`src/design/agu_pkg.sv`:
```
// ============================================================================
// agu_pkg - shared types and constants for the activation gradient unit
// Widths, mode and operation codes, and the command word passed from the
// front end to the back end.
// ============================================================================
package agu_pkg;

   // Sizing
   localparam int MAX_ROW     = 64;
   localparam int FRAC_BITS   = 12;
   localparam int SLOPE_FRAC  = 12;
   localparam int DATA_W      = 16;
   localparam int ADDR_W      = $clog2(MAX_ROW);
   localparam int CNT_W       = $clog2(MAX_ROW + 1);
   localparam int DOT_W       = 40;
   localparam int MODE_W      = 3;
   localparam int SLOPE_W     = 12;
   localparam int CSR_IDX_W   = 2;
   localparam int CSR_DATA_W  = 12;
   localparam int RAM_W       = 2 * DATA_W;

   // Multiplier split: B operand is cut into a signed high part and an
   // unsigned low part so no single product exceeds ~16x22 bits.
   localparam int B_W         = DOT_W + 1;
   localparam int LO_W        = 21;
   localparam int HI_W        = B_W - LO_W;
   localparam int P_W         = DATA_W + B_W;
   localparam int R_W         = P_W + 1;

   localparam int FIFO_DEPTH  = 4;
   localparam int FIFO_PTR_W  = $clog2(FIFO_DEPTH);
   localparam int FIFO_CNT_W  = $clog2(FIFO_DEPTH + 1);

   // Arithmetic constants
   localparam logic signed [DATA_W+1:0] ONE_EXT  = (DATA_W + 2)'(2 ** FRAC_BITS);
   localparam logic signed [B_W-1:0]    ONE_SQ_B = B_W'(2 ** (2 * FRAC_BITS));
   localparam logic signed [R_W-1:0]    RND_SLOPE = R_W'(2 ** (SLOPE_FRAC - 1));
   localparam logic signed [R_W-1:0]    RND_PROD  = R_W'(2 ** (2 * FRAC_BITS - 1));
   localparam logic signed [R_W-1:0]    SAT_MAX   = R_W'(2 ** (DATA_W - 1) - 1);
   localparam logic signed [R_W-1:0]    SAT_MIN   = -SAT_MAX - R_W'(1);
   localparam logic [SLOPE_W-1:0]       SLOPE_RESET = SLOPE_W'(41);

   typedef enum logic [MODE_W-1:0] {
      MODE_LINEAR   = 3'd0,
      MODE_LOGISTIC = 3'd1,
      MODE_TANH     = 3'd2,
      MODE_RELU     = 3'd3,
      MODE_LEAKY    = 3'd4,
      MODE_SOFTMAX  = 3'd5
   } mode_type;

   typedef enum logic [CSR_IDX_W-1:0] {
      CSR_MODE = 2'd0,
      CSR_LEAK = 2'd1
   } csr_reg_type;

   typedef enum logic [2:0] {
      OP_PASS     = 3'd0,
      OP_ZERO     = 3'd1,
      OP_LOGISTIC = 3'd2,
      OP_TANH     = 3'd3,
      OP_LEAKY    = 3'd4,
      OP_ROW      = 3'd5,
      OP_SOFTMAX  = 3'd6
   } op_type;

   typedef enum logic [1:0] {
      SH_NONE  = 2'd0,
      SH_SLOPE = 2'd1,
      SH_PROD  = 2'd2
   } shift_type;

   typedef enum logic {
      ISSUE_CMD = 1'b0,
      ISSUE_ROW = 1'b1
   } issue_state_type;

   typedef struct packed {
      op_type                    op;
      logic signed [DATA_W-1:0]  y;
      logic signed [DATA_W-1:0]  g;
      logic                      last;
      logic [CNT_W-1:0]          count;
      logic signed [DOT_W-1:0]   dot;
      logic                      ovf;
   } cmd_type;

endpackage

```
`src/design/agu_if.sv`:
```


interface agu_rsp_if import agu_pkg::*; ();
   logic                     valid;
   logic                     ready;
   logic signed [DATA_W-1:0] grad_out;
   logic                     result_last;
   logic                     saturated;

   modport source (output valid, output grad_out, output result_last, output saturated,
                   input ready);
   modport sink   (input valid, input grad_out, input result_last, input saturated,
                   output ready);
endinterface


```
`src/design/agu_back.sv`:
```
// ============================================================================
// agu_back - command execution pipeline
// Issues commands (expanding a softmax row into per-element reads of the
// row buffer), then operand build, split multiply, sum, round and saturate.
// ============================================================================
module agu_back import agu_pkg::*; (
   input  logic               clock,
   input  logic               reset,
   input  logic               fifo_empty,
   input  cmd_type            fifo_dout,
   output logic               fifo_pop,
   output logic               ram_rd_en,
   output logic [ADDR_W-1:0]  ram_rd_addr,
   input  logic [RAM_W-1:0]   ram_rd_data,
   output logic               row_done,
   input  logic [SLOPE_W-1:0] leak_slope,
   agu_rsp_if.source          rsp_ch
);

   logic adv;

   // issue sequencer
   issue_state_type          issue_state_ff, issue_state_in;
   logic [CNT_W-1:0]         row_count_ff, row_count_in;
   logic signed [DOT_W-1:0]  row_dot_ff, row_dot_in;
   logic                     row_ovf_ff, row_ovf_in;
   logic [ADDR_W-1:0]        elem_idx_ff, elem_idx_in;
   logic                     elem_last;

   // stage 0: issued element
   logic                     s0_valid_ff, s0_valid_in;
   op_type                   s0_op_ff, s0_op_in;
   logic signed [DATA_W-1:0] s0_y_ff, s0_y_in;
   logic signed [DATA_W-1:0] s0_g_ff, s0_g_in;
   logic signed [DOT_W-1:0]  s0_dot_ff, s0_dot_in;
   logic                     s0_last_ff, s0_last_in;
   logic                     s0_flag_ff, s0_flag_in;
   logic                     s0_ram_ff, s0_ram_in;

   // stage 1: operands
   logic                     s1_valid_ff;
   logic signed [DATA_W-1:0] s1_a_ff, s1_a_in;
   logic signed [B_W-1:0]    s1_b_ff, s1_b_in;
   shift_type                s1_sh_ff, s1_sh_in;
   logic                     s1_last_ff, s1_flag_ff;
   logic signed [DATA_W-1:0] y_sel, g_sel;
   logic signed [DATA_W+1:0] one_minus_y;
   logic signed [2*DATA_W+1:0] logi_prod;
   logic signed [2*DATA_W-1:0] y_sq;

   // stage 2: partial products
   logic                     s2_valid_ff;
   logic signed [DATA_W+HI_W-1:0]   s2_hi_ff, s2_hi_in;
   logic signed [DATA_W+LO_W:0]     s2_lo_ff, s2_lo_in;
   shift_type                s2_sh_ff;
   logic                     s2_last_ff, s2_flag_ff;

   // stage 3: full product
   logic                     s3_valid_ff;
   logic signed [P_W-1:0]    s3_p_ff, s3_p_in;
   shift_type                s3_sh_ff;
   logic                     s3_last_ff, s3_flag_ff;

   // output register
   logic                     rsp_valid_ff;
   logic signed [DATA_W-1:0] rsp_grad_ff, rsp_grad_in;
   logic                     rsp_last_ff;
   logic                     rsp_sat_ff, rsp_sat_in;
   logic signed [R_W-1:0]    p_ext, rounded;

   assign adv = !rsp_valid_ff || rsp_ch.ready;
   assign elem_last = ((CNT_W'(elem_idx_ff) + CNT_W'(1)) == row_count_ff);

   // ---------------- issue ----------------
   always_comb begin
      issue_state_in = issue_state_ff;
      row_count_in   = row_count_ff;
      row_dot_in     = row_dot_ff;
      row_ovf_in     = row_ovf_ff;
      elem_idx_in    = elem_idx_ff;
      fifo_pop       = 1'b0;
      ram_rd_en      = 1'b0;
      ram_rd_addr    = elem_idx_ff;
      row_done       = 1'b0;

      s0_valid_in = 1'b0;
      s0_op_in    = fifo_dout.op;
      s0_y_in     = fifo_dout.y;
      s0_g_in     = fifo_dout.g;
      s0_dot_in   = '0;
      s0_last_in  = fifo_dout.last;
      s0_flag_in  = 1'b0;
      s0_ram_in   = 1'b0;

      unique case (issue_state_ff)
         ISSUE_CMD: begin
            if (adv && !fifo_empty) begin
               fifo_pop = 1'b1;
               if (fifo_dout.op == OP_ROW) begin
                  issue_state_in = ISSUE_ROW;
                  row_count_in   = fifo_dout.count;
                  row_dot_in     = fifo_dout.dot;
                  row_ovf_in     = fifo_dout.ovf;
                  elem_idx_in    = '0;
               end else begin
                  s0_valid_in = 1'b1;
               end
            end
         end
         ISSUE_ROW: begin
            if (adv) begin
               ram_rd_en   = 1'b1;
               s0_valid_in = 1'b1;
               s0_op_in    = OP_SOFTMAX;
               s0_dot_in   = row_dot_ff;
               s0_last_in  = elem_last;
               s0_flag_in  = row_ovf_ff;
               s0_ram_in   = 1'b1;
               elem_idx_in = elem_idx_ff + ADDR_W'(1);
               if (elem_last) begin
                  issue_state_in = ISSUE_CMD;
                  row_done       = 1'b1;
               end
            end
         end
         default: issue_state_in = ISSUE_CMD;
      endcase
   end

   // ---------------- stage 1: operand build ----------------
   always_comb begin
      y_sel       = s0_ram_ff ? $signed(ram_rd_data[RAM_W-1:DATA_W]) : s0_y_ff;
      g_sel       = s0_ram_ff ? $signed(ram_rd_data[DATA_W-1:0])     : s0_g_ff;
      one_minus_y = ONE_EXT - (DATA_W + 2)'(y_sel);
      logi_prod   = y_sel * one_minus_y;
      y_sq        = y_sel * y_sel;

      s1_a_in  = g_sel;
      s1_b_in  = B_W'(1);
      s1_sh_in = SH_NONE;
      unique case (s0_op_ff)
         OP_ZERO: begin
            s1_a_in = '0;
         end
         OP_LOGISTIC: begin
            s1_b_in  = B_W'(logi_prod);
            s1_sh_in = SH_PROD;
         end
         OP_TANH: begin
            s1_b_in  = ONE_SQ_B - B_W'(y_sq);
            s1_sh_in = SH_PROD;
         end
         OP_LEAKY: begin
            s1_b_in  = $signed(B_W'(leak_slope));
            s1_sh_in = SH_SLOPE;
         end
         OP_SOFTMAX: begin
            s1_a_in  = y_sel;
            s1_b_in  = (B_W'(g_sel) <<< FRAC_BITS) - B_W'(s0_dot_ff);
            s1_sh_in = SH_PROD;
         end
         default: ;
      endcase
   end

   // ---------------- stage 2: split multiply ----------------
   assign s2_hi_in = s1_a_ff * $signed(s1_b_ff[B_W-1:LO_W]);
   assign s2_lo_in = s1_a_ff * $signed({1'b0, s1_b_ff[LO_W-1:0]});

   // ---------------- stage 3: recombine ----------------
   assign s3_p_in = (P_W'(s2_hi_ff) <<< LO_W) + P_W'(s2_lo_ff);

   // ---------------- stage 4: round half up, saturate ----------------
   always_comb begin
      p_ext = R_W'(s3_p_ff);
      unique case (s3_sh_ff)
         SH_SLOPE: rounded = (p_ext + RND_SLOPE) >>> SLOPE_FRAC;
         SH_PROD:  rounded = (p_ext + RND_PROD) >>> (2 * FRAC_BITS);
         default:  rounded = p_ext;
      endcase
      rsp_sat_in = s3_flag_ff;
      if (rounded > SAT_MAX) begin
         rsp_grad_in = SAT_MAX[DATA_W-1:0];
         rsp_sat_in  = 1'b1;
      end else if (rounded < SAT_MIN) begin
         rsp_grad_in = SAT_MIN[DATA_W-1:0];
         rsp_sat_in  = 1'b1;
      end else begin
         rsp_grad_in = rounded[DATA_W-1:0];
      end
   end

   // ---------------- registers ----------------
   always_ff @(posedge clock) begin
      if (reset) begin
         issue_state_ff <= ISSUE_CMD;
         row_count_ff   <= '0;
         row_dot_ff     <= '0;
         row_ovf_ff     <= 1'b0;
         elem_idx_ff    <= '0;
         s0_valid_ff    <= 1'b0;
         s1_valid_ff    <= 1'b0;
         s2_valid_ff    <= 1'b0;
         s3_valid_ff    <= 1'b0;
         rsp_valid_ff   <= 1'b0;
      end else begin
         issue_state_ff <= issue_state_in;
         row_count_ff   <= row_count_in;
         row_dot_ff     <= row_dot_in;
         row_ovf_ff     <= row_ovf_in;
         elem_idx_ff    <= elem_idx_in;
         if (adv) begin
            s0_valid_ff  <= s0_valid_in;
            s1_valid_ff  <= s0_valid_ff;
            s2_valid_ff  <= s1_valid_ff;
            s3_valid_ff  <= s2_valid_ff;
            rsp_valid_ff <= s3_valid_ff;
         end
      end
   end

   always_ff @(posedge clock) begin
      if (adv) begin
         s0_op_ff    <= s0_op_in;
         s0_y_ff     <= s0_y_in;
         s0_g_ff     <= s0_g_in;
         s0_dot_ff   <= s0_dot_in;
         s0_last_ff  <= s0_last_in;
         s0_flag_ff  <= s0_flag_in;
         s0_ram_ff   <= s0_ram_in;

         s1_a_ff     <= s1_a_in;
         s1_b_ff     <= s1_b_in;
         s1_sh_ff    <= s1_sh_in;
         s1_last_ff  <= s0_last_ff;
         s1_flag_ff  <= s0_flag_ff;

         s2_hi_ff    <= s2_hi_in;
         s2_lo_ff    <= s2_lo_in;
         s2_sh_ff    <= s1_sh_ff;
         s2_last_ff  <= s1_last_ff;
         s2_flag_ff  <= s1_flag_ff;

         s3_p_ff     <= s3_p_in;
         s3_sh_ff    <= s2_sh_ff;
         s3_last_ff  <= s2_last_ff;
         s3_flag_ff  <= s2_flag_ff;

         rsp_grad_ff <= rsp_grad_in;
         rsp_last_ff <= s3_last_ff;
         rsp_sat_ff  <= rsp_sat_in;
      end
   end

   assign rsp_ch.valid       = rsp_valid_ff;
   assign rsp_ch.grad_out    = rsp_grad_ff;
   assign rsp_ch.result_last = rsp_last_ff;
   assign rsp_ch.saturated   = rsp_sat_ff;

   a_row_index: assert property (@(posedge clock) disable iff (reset)
      issue_state_ff == ISSUE_ROW |->
         (row_count_ff != '0 && CNT_W'(elem_idx_ff) < row_count_ff))
      else $error("row element index outside buffered row");

   a_row_end: assert property (@(posedge clock) disable iff (reset)
      row_done |=> issue_state_ff == ISSUE_CMD)
      else $error("sequencer stayed in row drain after last element");

endmodule

```
`src/flat_wrapper.sv`:
```
// flat-port wrapper written by rule: the top's interface ports become plain ports
module agu_back_flat import agu_pkg::*;
  (clock, reset, fifo_empty, fifo_dout, fifo_pop, ram_rd_en, ram_rd_addr, ram_rd_data, row_done, leak_slope, rsp_ch_valid, rsp_ch_grad_out, rsp_ch_result_last, rsp_ch_saturated, rsp_ch_ready);
  agu_rsp_if rsp_ch_i ();
  input  logic clock;
  input  logic reset;
  input  logic fifo_empty;
  input  cmd_type fifo_dout;
  output logic fifo_pop;
  output logic ram_rd_en;
  output logic [ADDR_W-1:0] ram_rd_addr;
  input  logic [RAM_W-1:0] ram_rd_data;
  output logic row_done;
  input  logic [SLOPE_W-1:0] leak_slope;
  output wire logic [$bits(rsp_ch_i.valid)-1:0] rsp_ch_valid;
  output wire logic [$bits(rsp_ch_i.grad_out)-1:0] rsp_ch_grad_out;
  output wire logic [$bits(rsp_ch_i.result_last)-1:0] rsp_ch_result_last;
  output wire logic [$bits(rsp_ch_i.saturated)-1:0] rsp_ch_saturated;
  input wire logic [$bits(rsp_ch_i.ready)-1:0] rsp_ch_ready;
  assign rsp_ch_valid = rsp_ch_i.valid;
  assign rsp_ch_grad_out = rsp_ch_i.grad_out;
  assign rsp_ch_result_last = rsp_ch_i.result_last;
  assign rsp_ch_saturated = rsp_ch_i.saturated;
  assign rsp_ch_i.ready = rsp_ch_ready;
  agu_back u_core (.clock(clock), .reset(reset), .fifo_empty(fifo_empty), .fifo_dout(fifo_dout), .fifo_pop(fifo_pop), .ram_rd_en(ram_rd_en), .ram_rd_addr(ram_rd_addr), .ram_rd_data(ram_rd_data), .row_done(row_done), .leak_slope(leak_slope), .rsp_ch(rsp_ch_i));
endmodule
```
`config.mk`:
```
export PLATFORM = sky130hd
export DESIGN_NAME = agu_back_flat
export DESIGN_NICKNAME = d
export VERILOG_FILES = /design/src/design/agu_pkg.sv /design/src/design/agu_if.sv /design/src/design/agu_back.sv /design/src/flat_wrapper.sv
export SDC_FILE = /design/constraint.sdc
export NUM_CORES = 2
export LEC_CHECK = 0
export BUFFER_PORTS_ARGS = -buffer_cell sky130_fd_sc_hd__buf_2
export CAP_MARGIN = 20
export CORE_MARGIN = 3
export CORE_UTILIZATION = 47
export DETAILED_ROUTE_END_ITERATION = 10
export PLACE_DENSITY = 0.68
export SLEW_MARGIN = 30
export SYNTH_ARGS = -nofsm -noshare
export SYNTH_HDL_FRONTEND = slang
export SYNTH_SLANG_ARGS = --single-unit
```
`constraint.sdc`:
```
create_clock -name clock -period 12.15 [get_ports clock]
set_clock_uncertainty 0.05 [all_clocks]
set_input_delay 1.215 -clock clock [delete_from_list [all_inputs] [get_ports clock]]
set_output_delay 1.215 -clock clock [all_outputs]
set_load 0.1 [all_outputs]
```
# After elaboration in Yosys (flattened, before gate mapping)
# Index checks and enable logic that the tools add are counted.
[op_classes]
reduce_logical = 8
multipliers = 4
add_sub_neg = 8
n_lt_le_gt_ge = 2
n_eq_ne = 12
mux = 28
div = 0
bitwise = 1
n_shift = 0
[ops]
columns = ["operator", "count"]
rows = [
  ["$pmux 41 s4", 1],
  ["$pmux 58 s2", 1],
  ["$add 57x13->58 const B", 1],
  ["$add 57x25->58 const B", 1],
  ["$gt 58x16->1 const B", 1],
  ["$lt 58x16->1 const B", 1],
  ["$add 57x38->57", 1],
  ["$mux 16", 3],
  ["$sub 28x40->41", 1],
  ["$mul 16x22->38", 1],
  ["$mul 16x20->36", 1],
  ["$mul 16x17->33", 1],
  ["$sub 26x32->33 const A", 1],
  ["$mul 16x16->32", 1],
  ["$pmux 16 s2", 1],
  ["$mux 6", 3],
  ["$sub 14x16->17 const A", 1],
  ["$mux 1", 15],
  ["$pmux 6 s2", 1],
  ["$eq 3x3->1 const B", 3],
  ["$add 6x1->7 const B", 1],
  ["$eq 7x7->1", 1],
  ["$add 6x1->6 const B", 1],
  ["$eq 3x2->1 const B", 2],
  ["13 further kinds", 18],
]
[totals]
mem_bits_ro = 0
mem_count = 0
ff_bits = 356
input_bits = 132
latchBits = 0
ram_bits = 0

# Logic depth before layout (Yosys ltp)
[logic_depth]
word_depth = 5
depth_mapped = 36

# Worst setup path after synthesis
# OpenSTA, ideal clock, no wires.
[synth_path]
path_kind = "input port to output port"
startpoint = "input port rsp_ch_ready"
endpoint = "output port ram_rd_en"
t_arrival_ns = 8.534
path_slack_ns = 2.351
path_stages = 6
required_time_ns = 10.885
path_cell_list = "nor2b_1 clkbuf_1 inv_1 nand2_1 clkbuf_1 inv_1"
[synth_via]
elab_chain_cells = 3
[synth_rtl]
columns = ["item", "line", "text"]
rows = [
  ["start: declaration", "flat_wrapper.sv:19", "input wire logic [$bits(rsp_ch_i.ready)-1:0] rsp_ch_ready;"],
  ["$logic_or 1x1->1", "agu_back.sv:71", "assign adv = !rsp_valid_ff || rsp_ch.ready;"],
  ["via u_core.adv", "agu_back.sv:20", "logic adv;"],
  ["$mux 1", "agu_back.sv:111", "if (adv) begin"],
  ["$mux 1", "agu_back.sv:95", "unique case (issue_state_ff)"],
  ["end: declaration", "flat_wrapper.sv:10", "output logic ram_rd_en;"],
]
# The timed path passes the listed nets, and every way through them passes these cells.

# Worst setup path after layout
[layout_path]
startpoint = "register u_core.s0_ram_ff"
endpoint = "register u_core.s1_b_ff[40], data pin"
[layout_via]
elab_chain_cells = 4
[layout_rtl]
columns = ["item", "line", "text"]
rows = [
  ["start: declaration", "agu_back.sv:38", "logic s0_ram_ff, s0_ram_in;"],
  ["start signal: assignment", "agu_back.sv:230", "s0_ram_ff <= s0_ram_in;"],
  ["$mux 16", "agu_back.sv:132", "y_sel = s0_ram_ff ? $signed(ram_rd_data[RAM_W-1:DATA_W]) : s0_y_ff;"],
  ["$mul 16x16->32 or $sub 14x16->17 (tied branches)", "agu_back.sv:136, agu_back.sv:134", ""],
  ["$sub 26x32->33 or $mul 16x17->33 (tied branches)", "agu_back.sv:150, agu_back.sv:135", ""],
  ["$pmux 41 s4 (*)", "agu_back.sv:141", "unique case (s0_op_ff)"],
  ["via u_core.s1_b_in[40]", "agu_back.sv:43", "logic signed [B_W-1:0] s1_b_ff, s1_b_in;"],
  ["end signal: assignment", "agu_back.sv:233", "s1_b_ff <= s1_b_in;"],
  ["end: declaration", "agu_back.sv:43", ""],
]
# Mark *: on every way through the listed nets, which the timed path passes. The rest lies on a longest branch.
# A chain may end at the register's enable or synchronous reset.

==> results.md <==
- Setup TNS: 0 ns
- Period utilization: about nine tenths
- Iteration-0 DRC count of the detailed router: between 3000 and 4000
- Via count: about 45000
- Async SR Flop Fraction: 0%
- Unique masters post-synth: 93
- Final hold vios: 0
- Area leader, netlist: fa_1
- Num CTS Buffers: 45
- CP startpoint: u_core.s0_ram_ff$_DFFE_PN_
- F_max: 0.09330 GHz
- CP delay by family, top: adder cells
- Cell Area, Synth: 61000 um^2
- Clk_lat worst skew: between 0.6 and 0.7 ns
- CTS max path bufs: 3
- All-layer global routing usage: approximately a quarter
- Least-Margin Pin Slew: between 0.9 and 1 ns
- First-pass GRT wire length: ~270000 um
- Post-route cell area: roughly 65000 um^2
- R2r endpoint: u_core.s1_b_ff[40]$_DFFE_PN_
- Vias/cell: between 5 and 6
- Sequential-to-total area share from yosys stat: between 10% and 20%
- Post-synth EDFFs: between 200 and 300
- Layout net count: ~8200
- CP Max Fanout: 18
- Routed wl met3: 13050 um
- Row count: around 130
- Die Wd: around 370 um
- Wire length on met1: roughly 70000 um
- Max-slew violations: 0
- Slew HR: between 30% and 40%
- Kind of critical path: reg -> reg
- Antenna-violating nets left: 0
- Critical path startpoint category: register
- Postcts setup bufs: 0
- Avg Cell Area, Syn: around 9.5 um^2
- Predominant post-synthesis flop cell: edfxtp_1
- Max Cap Viol: 0
- FILL cells: between 10000 and 15000
- CP Data Required Time: roughly 13 ns
- DRC: 0
- Post-Synthesis Cells: roughly 6400
- HPWL Detailed: between 100000 and 150000 um
- Vias in the first global route: between 40000 and 50000
- Levels on crit path: 32
- Worst Path Buf+Inv: 5
- DR top layer: met4
- Status: complete, no violations
- Synth-to-Final Area Change: 6.632%
- Post-synthesis register bit count: ~360
- Worst min path class: reg -> reg
- Final Critical Period: roughly 11 ns
- Core area: about 130000 um^2
- YS warnings: 0
- Worst setup EP type: register
- Setup crit end: u_core.s1_b_ff[40]$_DFFE_PN_
- Synth area leaders: fa_1 36%, edfxtp_1 15%, ha_1 10%
- DR WL/cell: ~20 um
- Syn_nets: approximately 8200
- Final setup vio count: 0
- Share of the synthesized area in the top cell type: 36.40%
- RePlAce Congestion: approximately 0.94
- Final WL: ~170000 um
- Share of cells above drive strength 1: roughly 5.5%
- Worst reg-to-reg setup slack: between 1 and 1.5 ns
- Io pins: 160
- Starting density of the core: 47.59%
- Crit path largest cell delay: approximately 0.83 ns
- Number of antenna violations at the first check in global routing: 10
- Root buffer cell: clkbuf_16
- Clock Sink Count: ~360
- RSZ-0062 raised after global routing: false
- Hold_buf cts: 0
- Congestion Overflow GR: 0
- I/O Buffers: 159
- CTS tree: done
- Top cell by count, worst path: fa_1
- Path depth of the worst reg2reg path: 32
- Largest net degree at the start of global routing: roughly 160
- Met2 wire len: around 80000 um
- Clk slew on worst S/H paths: around 0.060 ns
- Die Y: 366.3 um
- Htree depth: 2
- Dpl cell area: around 63000 um^2
- Post-CTS Resized: 0
- Crit path max-delay cell type: mux2i_1
- Worst EP arrival: approximately 11 ns
- Worst R2R Start: u_core.s0_ram_ff$_DFFE_PN_
- Drt first pass iters: 6
- DIE AREA: about 130000 um^2
==> cell families (layout without fill, tap and decap cells) <==
logic type | Yosys count | in the layout | synth area share (%)
simple gates | 1815 | 1815 | 14.46
buf+inv | 1609 | 1649 | 9.971
fa+ha+maj | 1598 | 1598 | 46.43
compound gates | 737 | 737 | 7.887
flops | 356 | 356 | 16.54
xor+xnor | 272 | 272 | 3.906
mux | 49 | 49 | 0.8082
other cells | 0 | 7 | 0
==> registers in the layout (all words and copies together), names as in the netlist, 2 cells and up <==
register,cells
u_core.s2_sh_ff,2
u_core.rsp_ch.grad_out,16
u_core.s0_y_ff,16
u_core.s2_lo_ff,38
u_core.s1_a_ff,16
u_core.s0_g_ff,16
u_core.s1_b_ff,41
u_core.ram_rd_addr,6
u_core.s3_sh_ff,2
u_core.s0_op_ff,3
u_core.s3_p_ff,57
u_core.s1_sh_ff,2
u_core.s0_dot_ff,40
u_core.row_count_ff,7
u_core.s2_hi_ff,36
u_core.row_dot_ff,40
==> cells in the mapped netlist (13+ instances only) <==
| cell | instances |
|---|---|
| a211oi_1 | 18 |
| a21o_1 | 71 |
| a21oi_1 | 219 |
| a31oi_1 | 25 |
| and2_1 | 320 |
| and3_1 | 18 |
| and4_1 | 13 |
| buf_2 | 16 |
| clkbuf_1 | 241 |
| dfxtp_1 | 60 |
| edfxtp_1 | 296 |
| fa_1 | 1109 |
| ha_1 | 489 |
| inv_1 | 1334 |
| mux2i_1 | 47 |
| nand2_1 | 730 |
| nand2b_1 | 143 |
| nand3_1 | 45 |
| nand4_1 | 35 |
| nor2_1 | 304 |
| nor2b_1 | 33 |
| nor3_1 | 58 |
| nor4_1 | 32 |
| o211ai_1 | 18 |
| o21a_1 | 33 |
| o21ai_0 | 130 |
| o21bai_1 | 23 |
| o221ai_1 | 26 |
| o22ai_1 | 29 |
| o31ai_1 | 16 |
| or3_1 | 17 |
| or4_1 | 14 |
| xnor2_1 | 175 |
| xor2_1 | 97 |
==> layer usage <==
| layer | up-vias | global-route usage, % |
|---|---|---|
| li1 | 20160 | - |
| met1 | 22770 | 33.65 |
| met2 | 1889 | 42.47 |
| met3 | 396 | 3.705 |
| met4 | 0 | 10.02 |
| met5 | - | 0 |
==> placed cells by master, fill, tap and decap left out, types with 58 or more instances in the layout <==
cell type,n
nor3_1,58
nor2_1,303
nand2_1,730
xnor2_1,175
xor2_1,97
fa_1,1109
dfxtp_1,59
inv_1,1333
a21oi_1,219
nand2b_1,143
edfxtp_1,296
buf_4,66
buf_2,159
and2_1,320
o21ai_0,130
a21o_1,71
ha_1,489
==> worst reg2reg max path: cells and delay by family, from the launching register on <==
kind            cells  cell delay, ns
buf+inv             5            0.39
xor+xnor            1            0.17
mux                 1            0.84
flops               1            0.77
fa+ha+maj           8            3.88
compound gates      9            2.29
simple gates        8            2.18
==> per-stage QoR <==
step                      hold slack, ns  setup WS (ns)  util (%)  cells
after floorplan                   0.3503          2.351         -   6436
after global placement            0.3509          1.224     49.52   8120
after detailed placement          0.3545          1.137     49.53   8120
after CTS                         0.3693          1.495     50.72   8204
after global routing              0.3756         0.9002     50.74   8211
final                             0.3673          1.432     50.74   8212
==> area by class of cell <==
cell class	instances	area, um^2	share of cell area (%)
Inverter	1337	5026	7.727
Antenna cell	7	17.52	0.02693
Timing Repair Buffer	228	1346	2.070
Sequential cell	356	10090	15.51
Tap cell	1729	2163	3.326
Clock buffer	53	1166	1.793
Multi-Input combinational cell	4471	44870	68.99
Clock inverter	31	360.3	0.5540
==> how the worst min path moves through the flow <==
stage	cells after the start	end	start	slack [ns]
global placement	0	u_core.s1_last_ff$_DFFE_PN_	u_core.s0_last_ff$_DFFE_PN_	0.35
detailed placement	0	u_core.s1_last_ff$_DFFE_PN_	u_core.s0_last_ff$_DFFE_PN_	0.35
global route	0	u_core.s3_p_ff[19]$_DFFE_PN_	u_core.s2_lo_ff[19]$_DFFE_PN_	0.38
floorplan	0	u_core.rsp_ch.result_last$_DFFE_PN_	u_core.s3_last_ff$_DFFE_PN_	0.35
finish	0	u_core.s3_p_ff[1]$_DFFE_PN_	u_core.s2_lo_ff[1]$_DFFE_PN_	0.37
CTS	0	u_core.s3_p_ff[20]$_DFFE_PN_	u_core.s2_lo_ff[20]$_DFFE_PN_	0.37
Power is not shown: default switching activity piles up to over one toggle a cycle in this logic, so the estimate is an artifact.
